$ cat src/chained_hash_table_resizing_unit_macros.svh
// Assertion macros for the chained hash table resizing unit.
// Included by the modules that carry concurrent assertions; no other dependencies.
`ifndef CHAINED_HASH_TABLE_RESIZING_UNIT_MACROS_SVH
`define CHAINED_HASH_TABLE_RESIZING_UNIT_MACROS_SVH
`ifndef SYNTH
`define CHR_ASSERT(lbl, ck, rs, prop) \
  lbl: assert property (@(posedge ck) disable iff (rs) (prop)) \
    else $error("chr assertion failed");
`define CHR_ASSERT_NEXT(lbl, ck, rs, a, b) \
  lbl: assert property (@(posedge ck) disable iff (rs) (a) |=> (b)) \
    else $error("chr assertion failed");
`else
`define CHR_ASSERT(lbl, ck, rs, prop)
`define CHR_ASSERT_NEXT(lbl, ck, rs, a, b)
`endif
`endif

$ cat src/chr_ram.sv
// Generic simple dual-port RAM: one write port, one read port, registered read.
// No dependencies.
module chr_ram #(
  parameter int W = 8,
  parameter int D = 16
) (
  input  logic                 clk,
  input  logic                 we,
  input  logic [$clog2(D)-1:0] waddr,
  input  logic [W-1:0]         wdata,
  input  logic [$clog2(D)-1:0] raddr,
  output logic [W-1:0]         rdata
);

  logic [W-1:0] mem [D];

  always_ff @(posedge clk) begin
    if (we) begin
      mem[waddr] <= wdata;
    end
    rdata <= mem[raddr];
  end

endmodule

$ cat config.mk
export PLATFORM = sky130hd
export DESIGN_NAME = chr_ram
export DESIGN_NICKNAME = d
export VERILOG_FILES = /design/src/chained_hash_table_resizing_unit_macros.svh /design/src/chr_ram.sv
export SDC_FILE = /design/constraint.sdc
export NUM_CORES = 1
export LEC_CHECK = 0
export BUFFER_PORTS_ARGS = -buffer_cell sky130_fd_sc_hd__buf_2
export CORE_UTILIZATION = 35
export CTS_BUF_LIST = sky130_fd_sc_hd__clkbuf_16
export CTS_CLUSTER_DIAMETER = 120
export DETAILED_ROUTE_END_ITERATION = 8
export GPL_TIMING_DRIVEN = 0
export PLACE_DENSITY = 0.47
export SLEW_MARGIN = 25
export SYNTH_ARGS = -nofsm -noshare
export SYNTH_HDL_FRONTEND = slang
export SYNTH_SLANG_ARGS = --single-unit
$ cat constraint.sdc
create_clock -name clk -period 3.4 [get_ports clk]
set_input_delay 0.68 -clock clk [delete_from_list [all_inputs] [get_ports clk]]
set_output_delay 0.68 -clock clk [all_outputs]
set_load 0.01 [all_outputs]
==> qor.yml <==
routing:
  wirelength_mm: 10.44
  routed_via_density: 4.955
  drtIter0Drc: 102
  drtAntennaViolNets: 0
  drt_pass1_iterations: 4
  via_count: 2304
  wl_per_cell_um: 22.46
  drc: 0
placement:
  detailed_place_hpwl_mm: 6.649
  port_buffers: 24
  dpl.cell_count: 433
  globalplace.congestion: 0.7053
  dpl_cell_area_sq_um: 5513
critical_path:
  rr_startpoint: "mem[4][1]"
  cp.arrival_ns: 2.02
  timing.rr.end: "rdata[1]"
  cp_max_fo: 8
  cp-end-kind: "register"
  reg2reg_depth: 3
  cp-start-kind: "input port"
  crit_required_ns: 3.43
  r2r_setup_slack_ns: 2.02
  critPathKind: "input port to register"
flow_run:
  maxCapViolCount: 0
yosys:
  syn_inst: 229
  synth_top_cell_by_area: "edfxtp_1"
  synth_area_leaders: "edfxtp_1, mux4_2, mux4_1, dfxtp_1, a22oi_1"
  syn_area_sq_um: 5147
  ys.warnings.count: 0
  synth.ff_latch_count: 136
  ys_seq_area_share_pct: 77.78
  synth_nets: 247
  synthDistinctLibCells: 19
  synth.avg_cell_area_sq_um: 22.48
  synth_top_area_share_pct: 74.67
clock_network:
  cts.sinks: 136
  insertion_delay_ns: 0.41
  cts_root_buf: "clkbuf_16"
  cts.reportedPaths.clkPinSlew_ns: 0.06
  tritoncts: "built"
  cts_hold_buf: 0
  clock_path_buffers: 2
  htree_levels: 4
  cts_buffers: 17
  ctsResizeCount: 0
  cts_setup_buffers: 0
timing:
  relSlewSlack_pct: 42.63
  max_freq_ghz: 0.5038
  setup_violations: 0
  fin_crit_ns: 1.985
  rsz0062_at_grt: "false"
  hold_viol: 0
  finalMaxSlewViolations: 0
  finClkSkew_ns: 0.006682
  tns_ns: 0
  worstMarginPinSlew_ns: 0.8574
  fin_crit_sh_pct: 58.38
floorplan:
  start_util_pct: 36.52
  die_w_um: 123.3
  pin_count: 26
  die_y_um: 123.3
  rows: 43
  die_area_sq_um: 15200
  core_area_sq_um: 14100
grt:
  grt.overflow.total: 0
  track_usage_pct: 15.69
  grt_max_degree: 17
  antenna_found_initial: 0
  grt_use_met2_pct: 22.35
  grt_pass1_vias: 2362
  grt_use_met1_pct: 22.53
  gr-usage-met3_pct: 4.889
  top_usage_layer: "met1"
  grt_pass1_wl_mm: 15.38
final_layout:
  antenna_cells: 0
  final_cell_mix: "edfxtp_1, buf_2, mux4_2"
  final_common_cell: "edfxtp_1"
  num-fill-cells: 1253
  drive_above_1_share_pct: 26.67
  finalNetCount: 290
  fin_util_pct: 42.54
  final_cells: 465
  final_cell_area_sq_um: 5997
  syn_to_final_growth_pct: 16.50
worst_hold_path:
  min_path_cells: 3
  hold_end: "rdata[5]"
  hold_class: "register to register"
  hp-start: "mem[8][5]"
pwr:
  power.density_nw_per_um2: 595.4
  ir_worst_vdd_mv: 0.3436
  p_leak_nw: 2.011
run_status:
  outcome: "complete, no violations"
-- metal layers --
layer / vias to the layer above / share of wire, %
met5: - / 0
met4: 0 / 1.3
met3: 12 / 3.7
met2: 43 / 46
met1: 1189 / 49
li1: 1060 / -
-- cells by family (layout without fill, tap and decap cells) --
logic type      Yosys count  in the layout  share of synthesized area, %
flops                   136            136                         77.78
simple gates             35             35                         3.184
mux                      32             32                         15.02
compound gates           16             16                         2.334
buf+inv                  10             66                         1.677
-- critical path, stage by stage --
cell	delay, ns
buf_2	0.12
or3b_2	0.54
nor2_1	0.68
-- worst max path at each step --
stage                     slack, ns  cells past startpoint      from   endpoint
after floorplan                1.23                      2  waddr[2]  mem[0][0]
after global placement         0.54                      3  waddr[2]  mem[0][7]
after detailed placement       0.99                      3  waddr[2]  mem[1][7]
after CTS                      1.42                      3  waddr[2]  mem[1][4]
after global routing           1.37                      3  waddr[2]  mem[1][4]
final                          1.42                      3  waddr[2]  mem[1][4]
-- through the flow --
step | worst slack (ns) | total power [mW] | hold slack [ns]
floorplan | 1.227 | 2.018 | 0.6293
global placement | 0.5374 | 2.104 | 0.6619
detailed placement | 0.9867 | 2.110 | 0.6587
CTS | 1.417 | 3.603 | 0.6654
global route | 1.368 | 3.692 | 0.6744
finish | 1.415 | 3.571 | 0.6735
-- Yosys cell counts --
master / count
nor3_1: 4
nand2b_1: 2
nand3_1: 1
edfxtp_1: 128
mux4_2: 18
nor2b_1: 1
buf_6: 3
dfxtp_1: 8
nand2_1: 9
clkdlybuf4s25_2: 3
and2_1: 1
nor2_1: 13
buf_4: 1
or3b_2: 1
mux4_1: 14
and2b_1: 1
nand3b_1: 2
a22oi_1: 16
buf_2: 3
-- power by group --
part	switching [mW]	internal [mW]	leakage, nW
sequential	0.00782	1.88	1.22
clock	0.611	0.890	0.268
combinational	0.111	0.0746	0.520
-- flip-flops by register name, summed over array words and instances (netlist names) --
name / cells
mem: 128
rdata: 8
-- cell type report --
| cell class | count | area [sq um] | area share [%] |
|---|---|---|---|
| clock buffers | 17 | 425.4 | 7.094 |
| clock inverters | 15 | 58.81 | 0.9806 |
| multi-input cells | 83 | 1077 | 17.96 |
| well taps | 180 | 225.2 | 3.755 |
| repair buffers | 24 | 120.1 | 2.003 |
| flip-flops and latches | 136 | 4004 | 66.76 |
| plain buffers | 10 | 86.33 | 1.440 |
(Power assumes the default switching activity.)
